`src/sv/nwsa_pkg.sv`:
```
// Shared types, constants and codes of the net weight scatter-accumulate unit
`timescale 1ns / 1ps

package nwsa_pkg;

  // sizes of the two stores and the field widths
  localparam int NODE_COUNT  = 4096;
  localparam int PIN_COUNT   = 16384;
  localparam int TOTAL_WIDTH = 48;
  localparam int NODE_W      = $clog2(NODE_COUNT);
  localparam int PIN_W       = $clog2(PIN_COUNT);
  localparam int WEIGHT_W    = 32;

  typedef logic [PIN_W-1:0]               pin_t;
  typedef logic [NODE_W-1:0]              node_t;
  typedef logic signed [WEIGHT_W-1:0]     weight_t;
  typedef logic signed [TOTAL_WIDTH-1:0]  total_t;

  localparam total_t TOTAL_MAX = {1'b0, {(TOTAL_WIDTH-1){1'b1}}};
  localparam total_t TOTAL_MIN = {1'b1, {(TOTAL_WIDTH-1){1'b0}}};
  localparam node_t  NODE_LAST = node_t'(NODE_COUNT - 1);

  // request codes
  typedef enum logic [1:0] {
    REQ_MAP_LOAD = 2'd0,
    REQ_ADD_NET  = 2'd1,
    REQ_READ     = 2'd2,
    REQ_PRELOAD  = 2'd3
  } req_type_t;

  // controller states
  typedef enum logic [3:0] {
    ST_CLEAR,
    ST_IDLE,
    ST_MAP_WR,
    ST_RD,
    ST_RD_OUT,
    ST_PRE,
    ST_NET_A,
    ST_NET_B,
    ST_NET_C,
    ST_DONE_OUT
  } state_t;

  // one request as captured by the datapath
  typedef struct packed {
    req_type_t req_type;
    pin_t      first_pin;
    pin_t      second_pin;
    node_t     node_id;
    weight_t   net_weight;
    total_t    preload_value;
    logic      last_net;
  } req_t;

  // commands from controller to datapath
  typedef struct packed {
    logic capture;   // register the request, look up both pins
    logic map_wr;    // write the pin map entry
    logic net_rd_a;  // read accumulator of the source node
    logic net_wr_a;  // update source node, read destination node
    logic net_wr_b;  // update destination node
    logic rd_node;   // read the requested node total
    logic pre_wr;    // overwrite the requested node total
    logic clr_wr;    // clearing pass write
    logic out_load;  // load the output register
    logic out_done;  // the loaded result is a done result
  } cmd_t;

  // status from datapath to controller
  typedef struct packed {
    logic clr_last;
    logic out_free;
    logic req_last;
  } sts_t;

endpackage

```
`src/sv/nwsa_ctrl.sv`:
```
// Controller state machine of the net weight scatter-accumulate unit
`timescale 1ns / 1ps

module nwsa_ctrl (
  input  logic            clk,
  input  logic            rst_n,
  input  logic            in_valid,
  input  logic [1:0]      in_req_type,
  output logic            in_ready,
  input  nwsa_pkg::sts_t  sts,
  output nwsa_pkg::cmd_t  cmd
);
  import nwsa_pkg::*;

  state_t state_r;
  state_t state_nxt;

  // state register, clearing pass first after reset
  always_ff @(posedge clk) begin
    if (!rst_n) begin
      state_r <= ST_CLEAR;
    end else begin
      state_r <= state_nxt;
    end
  end

  // next state and commands
  always_comb begin
    state_nxt = state_r;
    cmd       = '0;
    in_ready  = 1'b0;
    unique case (state_r)
      ST_CLEAR: begin
        cmd.clr_wr = 1'b1;
        if (sts.clr_last) begin
          state_nxt = ST_IDLE;
        end
      end
      ST_IDLE: begin
        in_ready = 1'b1;
        if (in_valid) begin
          cmd.capture = 1'b1;
          unique case (req_type_t'(in_req_type))
            REQ_MAP_LOAD: state_nxt = ST_MAP_WR;
            REQ_ADD_NET:  state_nxt = ST_NET_A;
            REQ_READ:     state_nxt = ST_RD;
            REQ_PRELOAD:  state_nxt = ST_PRE;
            default:      state_nxt = ST_IDLE;
          endcase
        end
      end
      ST_MAP_WR: begin
        cmd.map_wr = 1'b1;
        state_nxt  = ST_IDLE;
      end
      ST_RD: begin
        cmd.rd_node = 1'b1;
        state_nxt   = ST_RD_OUT;
      end
      ST_RD_OUT: begin
        if (sts.out_free) begin
          cmd.out_load = 1'b1;
          state_nxt    = ST_IDLE;
        end
      end
      ST_PRE: begin
        cmd.pre_wr = 1'b1;
        state_nxt  = ST_IDLE;
      end
      ST_NET_A: begin
        cmd.net_rd_a = 1'b1;
        state_nxt    = ST_NET_B;
      end
      ST_NET_B: begin
        cmd.net_wr_a = 1'b1;
        state_nxt    = ST_NET_C;
      end
      ST_NET_C: begin
        cmd.net_wr_b = 1'b1;
        if (!sts.req_last) begin
          state_nxt = ST_IDLE;
        end else if (sts.out_free) begin
          cmd.out_load = 1'b1;
          cmd.out_done = 1'b1;
          state_nxt    = ST_IDLE;
        end else begin
          state_nxt = ST_DONE_OUT;
        end
      end
      ST_DONE_OUT: begin
        if (sts.out_free) begin
          cmd.out_load = 1'b1;
          cmd.out_done = 1'b1;
          state_nxt    = ST_IDLE;
        end
      end
      default: begin
        state_nxt = ST_IDLE;
      end
    endcase
  end

endmodule

```
`config.mk`:
```
export PLATFORM = sky130hd
export DESIGN_NAME = nwsa_ctrl
export DESIGN_NICKNAME = d
export VERILOG_FILES = /design/src/sv/nwsa_pkg.sv /design/src/sv/nwsa_ctrl.sv
export SDC_FILE = /design/constraint.sdc
export NUM_CORES = 1
export LEC_CHECK = 0
export ABC_AREA = 1
export ABC_CLOCK_PERIOD_IN_PS = 3180
export BUFFER_PORTS_ARGS = -buffer_cell sky130_fd_sc_hd__buf_2
export CAP_MARGIN = 20
export CORE_AREA = 2 2 39 41
export CTS_CLUSTER_DIAMETER = 200
export CTS_CLUSTER_SIZE = 16
export DETAILED_ROUTE_END_ITERATION = 10
export DIE_AREA = 0 0 41 43
export HOLD_SLACK_MARGIN = 0.15
export PLACE_DENSITY_LB_ADDON = 0.25
export SYNTH_ARGS = -nofsm -noshare
export SYNTH_HDL_FRONTEND = slang
export SYNTH_SLANG_ARGS = --single-unit
export TNS_END_PERCENT = 50
```
`constraint.sdc`:
```
create_clock -name clk -period 3.18 [get_ports clk]
set_input_delay 0.159 -clock clk [delete_from_list [all_inputs] [get_ports clk]]
set_output_delay 0.159 -clock clk [all_outputs]
set_load 0.005 [all_outputs]
```
# == Word-level counts from Yosys, hierarchy flattened ==
# Index checks and enable logic that the tools add are counted.
# W data, S select, Z words.
# word_totals
out_inout_bits,11
latch_bits,0
input_bits,8
mem_count,0
ff_bits,4
mem_bits_ro,0
ram_bits,0
# op_classes
n_mux,22
multipliers,0
n_reduce_logical,4
shifts,0
n_lt_le_gt_ge,0
n_eq_ne,15
n_div,0
n_addsub,0
bitwise,0
# ops
cell,count
$pmux W4 S7,1
$mux W4,5
$eq A4 B3 Y1 const B,4
$pmux W4 S4,1
$mux W1,11
$eq A4 B2 Y1 const B,2
$eq A4 B4 Y1 const B,2
$eq A2 B2 Y1 const B,2
$eq A4 B1 Y1 const B,1
$logic_not A4 Y1,1
$mux W2,2
$ne A2 B2 Y1 const B,2
$pmux W1 S3,1
$reduce_and A3 Y1,1
$eq A2 B1 Y1 const B,1
$logic_not A2 Y1,1
$ne A2 B1 Y1 const B,1
$pmux W1 S2,1
$reduce_or A2 Y1,1

# == Logic depth before layout (Yosys ltp) ==
# Gate-level depths: netlist (run 1).
# depth
depth_word,4
depth_mapped,9
depth_no_buf,9

# == Least setup slack after synthesis (run 1) ==
# OpenSTA, ideal clock, no wires.
# synth_path
path_type,register to register
from,register state_r[1]
to,register state_r[0]
n_path_buf,1
slack_ps,2083
arrival_ps,985
setup_time_ps,112
stages_incl_launch_ff,10
path_cell_list,dfxtp_1 buf_6 nor2_1 nand2_1 nand2_2 nand2_2 nand2_4 nand2_1 nand2_1 nor2_1
# synth_via
elab_chain_len,4
# synth_rtl
item,line_no,text
"start, declared",nwsa_ctrl.sv:15,state_t state_r;
"start signal, assigned",nwsa_ctrl.sv:23,state_r <= state_nxt;
$eq A4 B4 Y1 / $eq A4 B3 Y1 (equally long branches),nwsa_ctrl.sv:32,unique case (state_r)
$reduce_or A2 Y1 (no line),-,
$ne A2 B1 Y1 (no line),-,
$reduce_and A3 Y1 (no line),-,
# Several ways; a longest one is shown, not always the timed one.
# A chain may end at the register's enable or synchronous reset.

==> flow_summary_export.csv, run 1 <==
group,metric,value,unit
routing,drc_errors,0,
finish,largest_register,"state_r",
global_routing,grt_max_degree,9,
flow_run,drv_cap,0,
sta,period_share,47.11,%
synth,synth_most_common_cell,"nand2_1",
routing,wl,853,um
finish,drive_above_1_share,39.77,%
global_routing,grt_use_met1,12.82,%
die,fp-row-count,14,
synth,ys_top_cells_by_area,"dfxtp_1 (20%), nand2_1 (16%), inv_1 (9.3%), nor2_1 (9.3%), nand3_1 (7.4%)",
die,dieArea,1763,um2
global_routing,grt_pass1_vias,392,
sta,fmax,667.5,MHz
clock_tree,clock-sinks,4,
routing,vias_per_cell,4.365,
worst_setup_path,cpPeakStageDelay,0.53,ns
routing,vias,454,
finish,top_regs,"state_r (4)",
global_routing,antenna_found_initial,0,
clock_tree,postCtsHoldBufs,0,
synth,yosysWarnings,0,
synth,synth_cells,68,
die,die_h,43,um
clock_tree,clock_latency,0.23,ns
power,p_leak,0.3149,nW
status,status,"finished, final reports clean",
power,power.density,784.0,nW/um2
synth,yosys.area.top_type_share,19.81,%
sta,final_hold_viol_count,0,
worst_setup_path,path_class,"reg2out",
global_routing,grt_use_met3,1.571,%
routing,drtPass1Iterations,4,
hold_path,hold_path_class,"in2reg",
synth,ys_seq_area_share,19.81,%
global_routing,overflow,0,
sta,hold_slack,0.1712,ns
synth,avgSynthCellArea,5.943,um2
synth,ys_seq_elements,4,
synth,synth_edf_count,0,
clock_tree,cts_resized,0,
synth,synth_top_cell_by_area,"dfxtp_1",
worst_setup_path,critPathTopFamily,"flip-flops",
die,core_area,1384,um2
finish,areaGrowthSynthToFinish,30.03,%
sta,setup_violations,0,
finish,layout.nets,98,
synth,mappedNetlistArea,404.1,um2
global_routing,grt.busiest_layer,"met2",
worst_setup_path,cp_max_fo,8,
worst_setup_path,path_buf_inv,2,
placed_design,gp_congestion,0.6612,
synth,yosysUniqueCellTypes,17,
placed_design,port_buffers,18,
placed_design,dp.final_hpwl,748,um
clock_tree,path_clk_slew,0.03,ns
clock_tree,cts_tree,"done",
sta,drv_slew,0,
die,initial_core_util,29.20,%
sta,fin_setup_tns,0,ns
worst_setup_path,crit_slowest_cell,"dfxtp_1",
worst_setup_path,rrSetupSlack,1.93,ns
sta,tightestPinTransition,0.3736,ns
power,power,412.0,uW
clock_tree,ctsRootBufferMaster,"clkbuf_4",
global_routing,grt_util_all_layers,11.43,%
worst_setup_path,critPathCaptureType,"output port",
clock_tree,cts_setup_buffers,0,
synth,async_flop_share,0,%
power,ir_worst_vdd,0.0002827,V
finish,largest_reg_flops,4,
worst_setup_path,cp.arrival,1.34,ns
finish,antenna_cells,0,
routing,post_drt_wl_per_cell,8.202,um
routing,drt_iter0_markers,3,
synth,yosys-top-cells-count,"nand2_1 (17), inv_1 (10), nor2_1 (10), nand3_1 (6)",
synth,syn_nets,76,
global_routing,gr-usage-met2,17.50,%
clock_tree,htreeDepth,1,
clock_tree,clk_path_buf_depth,2,
sta,rsz0062_at_grt,"false",
sta,skew,0.0003410,ns
synth,ys.flop_type,"dfxtp_1",
worst_setup_path,start_kind,"flop",
global_routing,grt_first_pass_wirelength,1.380,mm
clock_tree,cts_inserted_buffers,3,
sta,slew_headroom,75.06,%
die,die_width,41,um
die,boundaryPins,19,
worst_setup_path,worst_ep_required_time,3.02,ns
routing,drtAntennaViolNets,0,
sta,layout_min_cycle_time,1.498,ns
worst_setup_path,crit_chain,"nor2_1 -> nand2_1 -> inv_1 -> nand3_1 -> o21ai_0 -> buf_2",
-- placed cells by master (no fill, tap or decap) --
cell | Yosys | routed
inv_2 | 4 | 4
a21oi_2 | 1 | 1
inv_1 | 10 | 10
nor2_4 | 1 | 1
nand2_4 | 1 | 1
nor3_1 | 3 | 3
o2111ai_1 | 1 | 1
buf_2 | 0 | 18
nand3_1 | 6 | 6
nand2_1 | 17 | 17
nand2_2 | 4 | 4
dfxtp_1 | 4 | 4
nor2_2 | 1 | 1
nor2_8 | 1 | 1
nor3b_2 | 1 | 1
o21ai_0 | 2 | 2
clkbuf_4 | 0 | 3
nor2_1 | 10 | 10
-- stage by stage --
step	instances	util, %	setup WS [ns]	area [um2]
after floorplan	68	-	2.083	404.1
after global placement	101	36.35	1.949	503.0
after detailed placement	101	36.35	1.913	503.0
after CTS	104	37.97	1.652	525.5
after global routing	104	37.97	1.544	525.5
final	104	37.97	1.682	525.5
-- final cells by class --
class	count	area, um2
repair buffers	18	90.09
multi-input cells	49	260.3
clock buffers	3	22.52
flip-flops and latches	4	80.08
well taps	16	20.02
inverters	14	52.55
fillers	169	858.3
-- power by group --
group	internal, mW	switching [mW]
registers	0.0670	0.0236
logic	0.0983	0.163
clock network	0.0421	0.0184
-- tightest hold or removal path: stages --
cell and delay, ns:
buf_2 0.11, nand2_1 0.06, nor2_1 0.03
-- routing by layer --
metal | vias up | part of all wire [%]
li1 | 251 | -
met5 | - | 0
met3 | 2 | 6.4
met1 | 190 | 46
met2 | 11 | 46
met4 | 0 | 0.94
-- cells by family (layout without fill, tap and decap cells) --
logic type / Yosys count / after routing / share of synthesized area, %
buffers and inverters: 15 / 35 / 15.79
AND/OR/NAND/NOR: 45 / 45 / 57.58
AO/OA/AOI/OAI: 4 / 4 / 6.812
flip-flops: 4 / 4 / 19.82
-- path summary, 6_finish.rpt --
path / start / to / cells past startpoint
worst max-delay path: state_r[1] / cmd[0] / 6
worst min-delay path: rst_n / state_r[2] / 3
worst max register to register: state_r[1] / state_r[0] / 7
worst min register to register: state_r[3] / state_r[3] / 2
Power figures use the tool's default switching activity.
==> inputs of run 2 (changes only) <==
Settings changed: ABC_AREA 1 to 0, ABC_CLOCK_PERIOD_IN_PS 3180 to 1400.
Clock period 3.18 ns to 1.4 ns, I/O delays scaled along.
==> run 2 against run 1 <==
  * Combinational power is 9.2% higher
  * Clock-buffer cell count stayed put
  * Total power is 43% higher
  * Critical path type unchanged
  * Critical endpoint is now cmd[1]
  * Largest power group unchanged
  * Highest routed layer is now met3
==> flow_summary_export.csv, run 2 <==
group,metric,value,unit
sta,fin_ws,0.001243,ns
routing,drtAntennaViolNets,0,
global_routing,grt_first_pass_wirelength,1.725,mm
die,die_width,41,um
sta,period_share,99.91,%
finish,layout_common_cells,"buf_2 (17), nor2_1 (9), buf_4 (7), nand2_1 (4)",
clock_tree,path_clk_slew,0.03,ns
placed_design,port_buffers,18,
synth,mappedNetlistArea,380.4,um2
worst_setup_path,cpPeakStageDelay,0.36,ns
clock_tree,clock-sinks,4,
finish,largest_register,"state_r",
routing,vias,457,
hold_path,hold_path_class,"in2reg",
finish,layout.nets,87,
sta,fmax,714.9,MHz
global_routing,overflow,0,
worst_setup_path,rrSetupSlack,0.08,ns
hold_path,whs_endpoint,"state_r[0]",
synth,avgSynthCellArea,7.458,um2
worst_setup_path,r2r_end,"state_r[1]",
worst_setup_path,cp.arrival,1.33,ns
synth,yosysUniqueCellTypes,25,
sta,hold_slack,0.2423,ns
synth,ys_seq_area_share,21.05,%
power,ir_worst_vdd,0.0003946,V
synth,async_flop_share,0,%
placed_design,dp.final_hpwl,771.2,um
worst_setup_path,crit_chain,"buf_6 -> nor2_4 -> nor3_2 -> a21oi_1 -> nor3b_1 -> buf_2",
synth,ys.flop_type,"dfxtp_1",
synth,yosys-top-cells-count,"nor2_1 (11), nand2_1 (5), dfxtp_1 (4), nor3_1 (4)",
worst_setup_path,r2r_start,"state_r[0]",
clock_tree,cts_inserted_buffers,3,
routing,post_drt_wl_per_cell,11.91,um
placed_design,gp_congestion,0.7453,
sta,drv_slew,0,
synth,synth_top_cell_by_area,"dfxtp_1",
finish,instances_no_fill,93,
finish,top_regs,"state_r (4)",
synth,yosys.area.top_type_share,21.05,%
clock_tree,clock_latency,0.24,ns
synth,yosysWarnings,0,
worst_setup_path,crit_slowest_cell,"dfxtp_4",
status,status,"finished, final reports clean",
die,initial_core_util,27.49,%
worst_setup_path,cp_max_fo,5,
placed_design,place_inst,87,
routing,vias_per_cell,4.914,
hold_path,holdPathStages,5,
sta,layout_min_cycle_time,1.399,ns
finish,areaGrowthSynthToFinish,57.57,%
worst_setup_path,critical_path.startpoint,"state_r[0]",
hold_path,hold_start,"in_req_type[1]",
synth,syn_nets,59,
finish,fillCellCount,150,
global_routing,grt_max_degree,11,
finish,largest_reg_flops,4,
synth,ys_top_cells_by_area,"dfxtp_1 (21%), nor2_1 (11%), buf_6 (8.9%), mux2i_1 (7.9%), nor3b_1 (5.9%)",
power,power.density,980.3,nW/um2
placed_design,dp_slack,0.05931,ns
synth,synth_edf_count,0,
global_routing,grt_pass1_vias,403,
die,core_area,1384,um2
sta,fin_setup_tns,0,ns
sta,tightestPinTransition,0.2708,ns
routing,drtPass1Iterations,3,
clock_tree,cts_tree,"done",
worst_setup_path,critPathCaptureType,"output port",
clock_tree,clk_path_buf_depth,2,
synth,synth_cells,51,
global_routing,grt_util_all_layers,14.37,%
global_routing,antenna_found_initial,0,
sta,skew,0.004159,ns
sta,slew_headroom,81.86,%
synth,synth_most_common_cell,"nor2_1",
worst_setup_path,path_class,"reg2out",
flow_run,drv_cap,0,
finish,drive_above_1_share,54.55,%
finish,mostFrequentLayoutCell,"buf_2",
power,p_leak,0.2861,nW
routing,drt_iter0_markers,5,
die,dieArea,1763,um2
clock_tree,ctsRootBufferMaster,"clkbuf_4",
sta,final_hold_viol_count,0,
worst_setup_path,worst_ep_required_time,1.33,ns
sta,setup_violations,0,
synth,ys_seq_elements,4,
finish,antenna_cells,0,
die,fp-row-count,14,
die,boundaryPins,19,
die,die_h,43,um
routing,wl,1.108,mm
routing,drc_errors,0,
worst_setup_path,reg2reg_depth,5,
worst_setup_path,start_kind,"flop",
clock_tree,htreeDepth,1,
sta,rsz0062_at_grt,"true",
-- run 2: final cells by class --
type / instances / area [um2] / share of cell area, %
clock buffer: 3 / 22.52 / 3.758
sequential: 4 / 90.09 / 15.03
inverter: 1 / 3.754 / 0.6263
tap: 16 / 20.02 / 3.340
timing repair buffer: 27 / 168.9 / 28.18
multi-input combinational: 42 / 294.0 / 49.06
-- run 2: what timing repair did --
item,CTS,global route
gates cloned,0,0
endpoints found under the setup margin,3,4
gates resized for setup,6,10
buffers inserted,0,2
hold buffers,2,0
endpoints found under the hold margin,2,0
pin swaps,0,3
-- run 2: critical path: cells and delay by family, from the launching register on --
kind	cells	cell delay [ns]
simple gates	3	0.41
flops	1	0.36
buf+inv	2	0.26
compound gates	1	0.06
-- run 2: per-stage QoR --
| stage | util [%] | area [um2] | power, mW |
|---|---|---|---|
| 2_1_floorplan | - | 380.4 | 0.3071 |
| 3_3_place_gp | 35.71 | 494.2 | 0.3867 |
| 3_5_place_dp | 35.71 | 494.2 | 0.3857 |
| 4_1_cts | 39.51 | 546.8 | 0.5390 |
| 5_1_grt | 43.31 | 599.3 | 0.6377 |
| 6_report | 43.31 | 599.3 | 0.5875 |
-- run 2: cell families after synthesis --
logic type | Yosys count | share of synthesized area [%]
DFF | 4 | 21.05
muxes | 3 | 7.895
AOI/OAI and AO/OA | 9 | 17.11
buffers and inverters | 5 | 11.84
and+or+nand+nor | 30 | 42.11
-- run 2: layer usage --
layer | up-vias | share of wire, % | track usage [%]
met5 | - | 0 | 0
met4 | 0 | 0 | 4.000
met3 | 0 | 4.8 | 5.236
met2 | 10 | 51 | 22.50
met1 | 211 | 44 | 17.74
li1 | 236 | - | -
-- run 2: report_power, final --
| part | total [mW] | leakage, nW | internal [mW] | switching (mW) |
|---|---|---|---|---|
| clock network | 0.142 | 0.0138 | 0.0958 | 0.0462 |
| registers | 0.161 | 0.0349 | 0.132 | 0.0284 |
| logic | 0.285 | 0.237 | 0.156 | 0.128 |
-- run 2: worst max-delay path by stage --
stage                      end  cells after the start
finish                  cmd[1]                      6
global route            cmd[1]                      6
CTS                     cmd[0]                      3
detailed placement  state_r[1]                      4
global placement    state_r[3]                      4
floorplan           state_r[1]                      5
==> inputs of run 3 (changes only) <==
Settings changed: ABC_AREA 0 to 1, SLEW_MARGIN set to 20.
==> run 3 against run 2 <==
  * Register-to-register slack improved by 0.11 ns
  * Sequential power rose by 34%
  * Total power rose by 61%
  * Largest cell class unchanged
  * Critical path depth did not move
==> flow_summary_export.csv, run 3 (synthesized netlist as in run 1, its figures left out) <==
group,metric,value,unit
status,status,"finished, final reports clean",
die,core_area,1384,um2
clock_tree,ctsRootBufferMaster,"clkbuf_4",
clock_tree,cts_inserted_buffers,3,
routing,vias,459,
sta,tightestPinTransition,0.2761,ns
routing,drtAntennaViolNets,0,
finish,areaGrowthSynthToFinish,34.06,%
finish,drive_above_1_share,43.82,%
clock_tree,cts_tree,"done",
placed_design,place_inst,101,
die,die_width,41,um
worst_setup_path,cp_max_fo,8,
clock_tree,clock_latency,0.23,ns
global_routing,antenna_found_initial,0,
worst_setup_path,critPathCaptureType,"output port",
finish,instances_no_fill,105,
sta,rsz0062_at_grt,"true",
finish,largest_reg_flops,4,
global_routing,grt_first_pass_wirelength,1.380,mm
clock_tree,htreeDepth,1,
finish,largest_register,"state_r",
worst_setup_path,cp.arrival,1.25,ns
worst_setup_path,worst_ep_required_time,1.33,ns
finish,fin_area,541.8,um2
hold_path,hold_start,"in_req_type[0]",
sta,final_hold_viol_count,0,
routing,wl,907,um
worst_setup_path,path_class,"reg2out",
hold_path,holdPathStages,5,
placed_design,gp_congestion,0.6630,
routing,drt_iter0_markers,4,
clock_tree,clk_path_buf_depth,2,
sta,fmax,759.1,MHz
routing,drc_errors,0,
clock_tree,cts_setup_buffers,0,
power,power.density,1748,nW/um2
die,initial_core_util,29.20,%
sta,period_share,94.09,%
placed_design,postPlaceCellArea,503.0,um2
die,fp-row-count,14,
global_routing,grt_max_degree,9,
sta,skew,0.001875,ns
finish,layout.nets,99,
power,ir_worst_vdd,0.0005559,V
worst_setup_path,start_kind,"flop",
sta,drv_slew,0,
worst_setup_path,reg2reg_depth,9,
worst_setup_path,r2r_end,"state_r[0]",
flow_run,drv_cap,0,
finish,layout_common_cells,"buf_2 (18), nand2_1 (17), inv_1 (10), nor2_1 (9), nand3_1 (6)",
finish,mostFrequentLayoutCell,"buf_2",
routing,vias_per_cell,4.371,
sta,slew_headroom,81.53,%
sta,layout_min_cycle_time,1.317,ns
global_routing,grt_util_all_layers,11.72,%
worst_setup_path,rrSetupSlack,0.19,ns
die,boundaryPins,19,
clock_tree,path_clk_slew,0.04,ns
die,dieArea,1763,um2
sta,setup_violations,0,
global_routing,overflow,0,
routing,post_drt_wl_per_cell,8.638,um
finish,top_regs,"state_r (4)",
routing,drtPass1Iterations,5,
clock_tree,clock-sinks,4,
placed_design,dp.final_hpwl,754.5,um
power,p_leak,0.3197,nW
finish,antenna_cells,0,
hold_path,whs_endpoint,"state_r[2]",
global_routing,grt_pass1_vias,384,
hold_path,hold_path_class,"in2reg",
worst_setup_path,r2r_start,"state_r[2]",
die,die_h,43,um
placed_design,port_buffers,18,
==> run 3: cell count changes in the layout (fill, tap and decap cells not counted), moves of 3 or more <==
cell	previous run	this run
nand3_1	0	6
nand2_1	4	17
buf_4	7	0
mux2i_1	3	0
inv_1	1	10
inv_2	0	4
nand2_2	1	4
==> run 3: area by class of cell <==
type	instances	area, um2
clock buffers	3	22.52
fillers	157	842.1
inverters	14	52.55
multi-input cells	49	262.8
flip-flops and latches	4	83.83
well taps	16	20.02
repair buffers	19	100.1
==> run 3: metal layers <==
layer	global-route usage, %	wire length, um	up-vias
li1	-	-	249
met1	12.46	382	197
met2	17.81	452	11
met3	3.141	63	2
met4	10.00	8	0
met5	0	0	-
==> run 3: worst max path at each step <==
stage	start	endpoint	cells past startpoint
CTS	state_r[3]	cmd[0]	7
floorplan	state_r[1]	state_r[0]	9
global route	state_r[3]	cmd[2]	4
finish	state_r[1]	cmd[0]	6
detailed placement	state_r[1]	state_r[0]	7
global placement	state_r[1]	state_r[2]	7
==> run 3: power breakdown <==
group | leakage [nW] | internal (mW) | switching [mW]
clock network | 0.0138 | 0.0957 | 0.0446
logic | 0.272 | 0.226 | 0.366
registers | 0.0340 | 0.157 | 0.0575
==> run 3: critical path, cell delays in order (launching register included) <==
cell     delay [ns]
dfxtp_2        0.37
nor2_1         0.20
nand2_1        0.10
inv_1          0.07
nand3_1        0.07
o21ai_0        0.07
buf_2          0.13
==> run 3: per-stage QoR <==
| stage | setup WS (ns) | setup TNS, ns | hold WS (ns) | utilization, % | power (mW) |
|---|---|---|---|---|---|
| 2_1_floorplan | 0.3028 | 0 | 0.1905 | - | 0.6651 |
| 3_3_place_gp | 0.1971 | 0 | 0.3234 | 36.35 | 0.8067 |
| 3_5_place_dp | 0.1554 | 0 | 0.3207 | 36.35 | 0.8027 |
| 4_1_cts | 0.02476 | 0 | 0.2016 | 38.79 | 0.9528 |
| 5_1_grt | -0.01630 | -0.02849 | 0.2336 | 39.15 | 1.048 |
| 6_report | 0.08269 | 0 | 0.2005 | 39.15 | 0.9470 |
==> run 3: what timing repair did <==
action | 4_1_cts | 5_1_grt
hold buffers | 1 | 0
setup endpoints to repair | 1 | 4
gates resized for setup | 1 | 3
hold endpoints to repair | 4 | 0
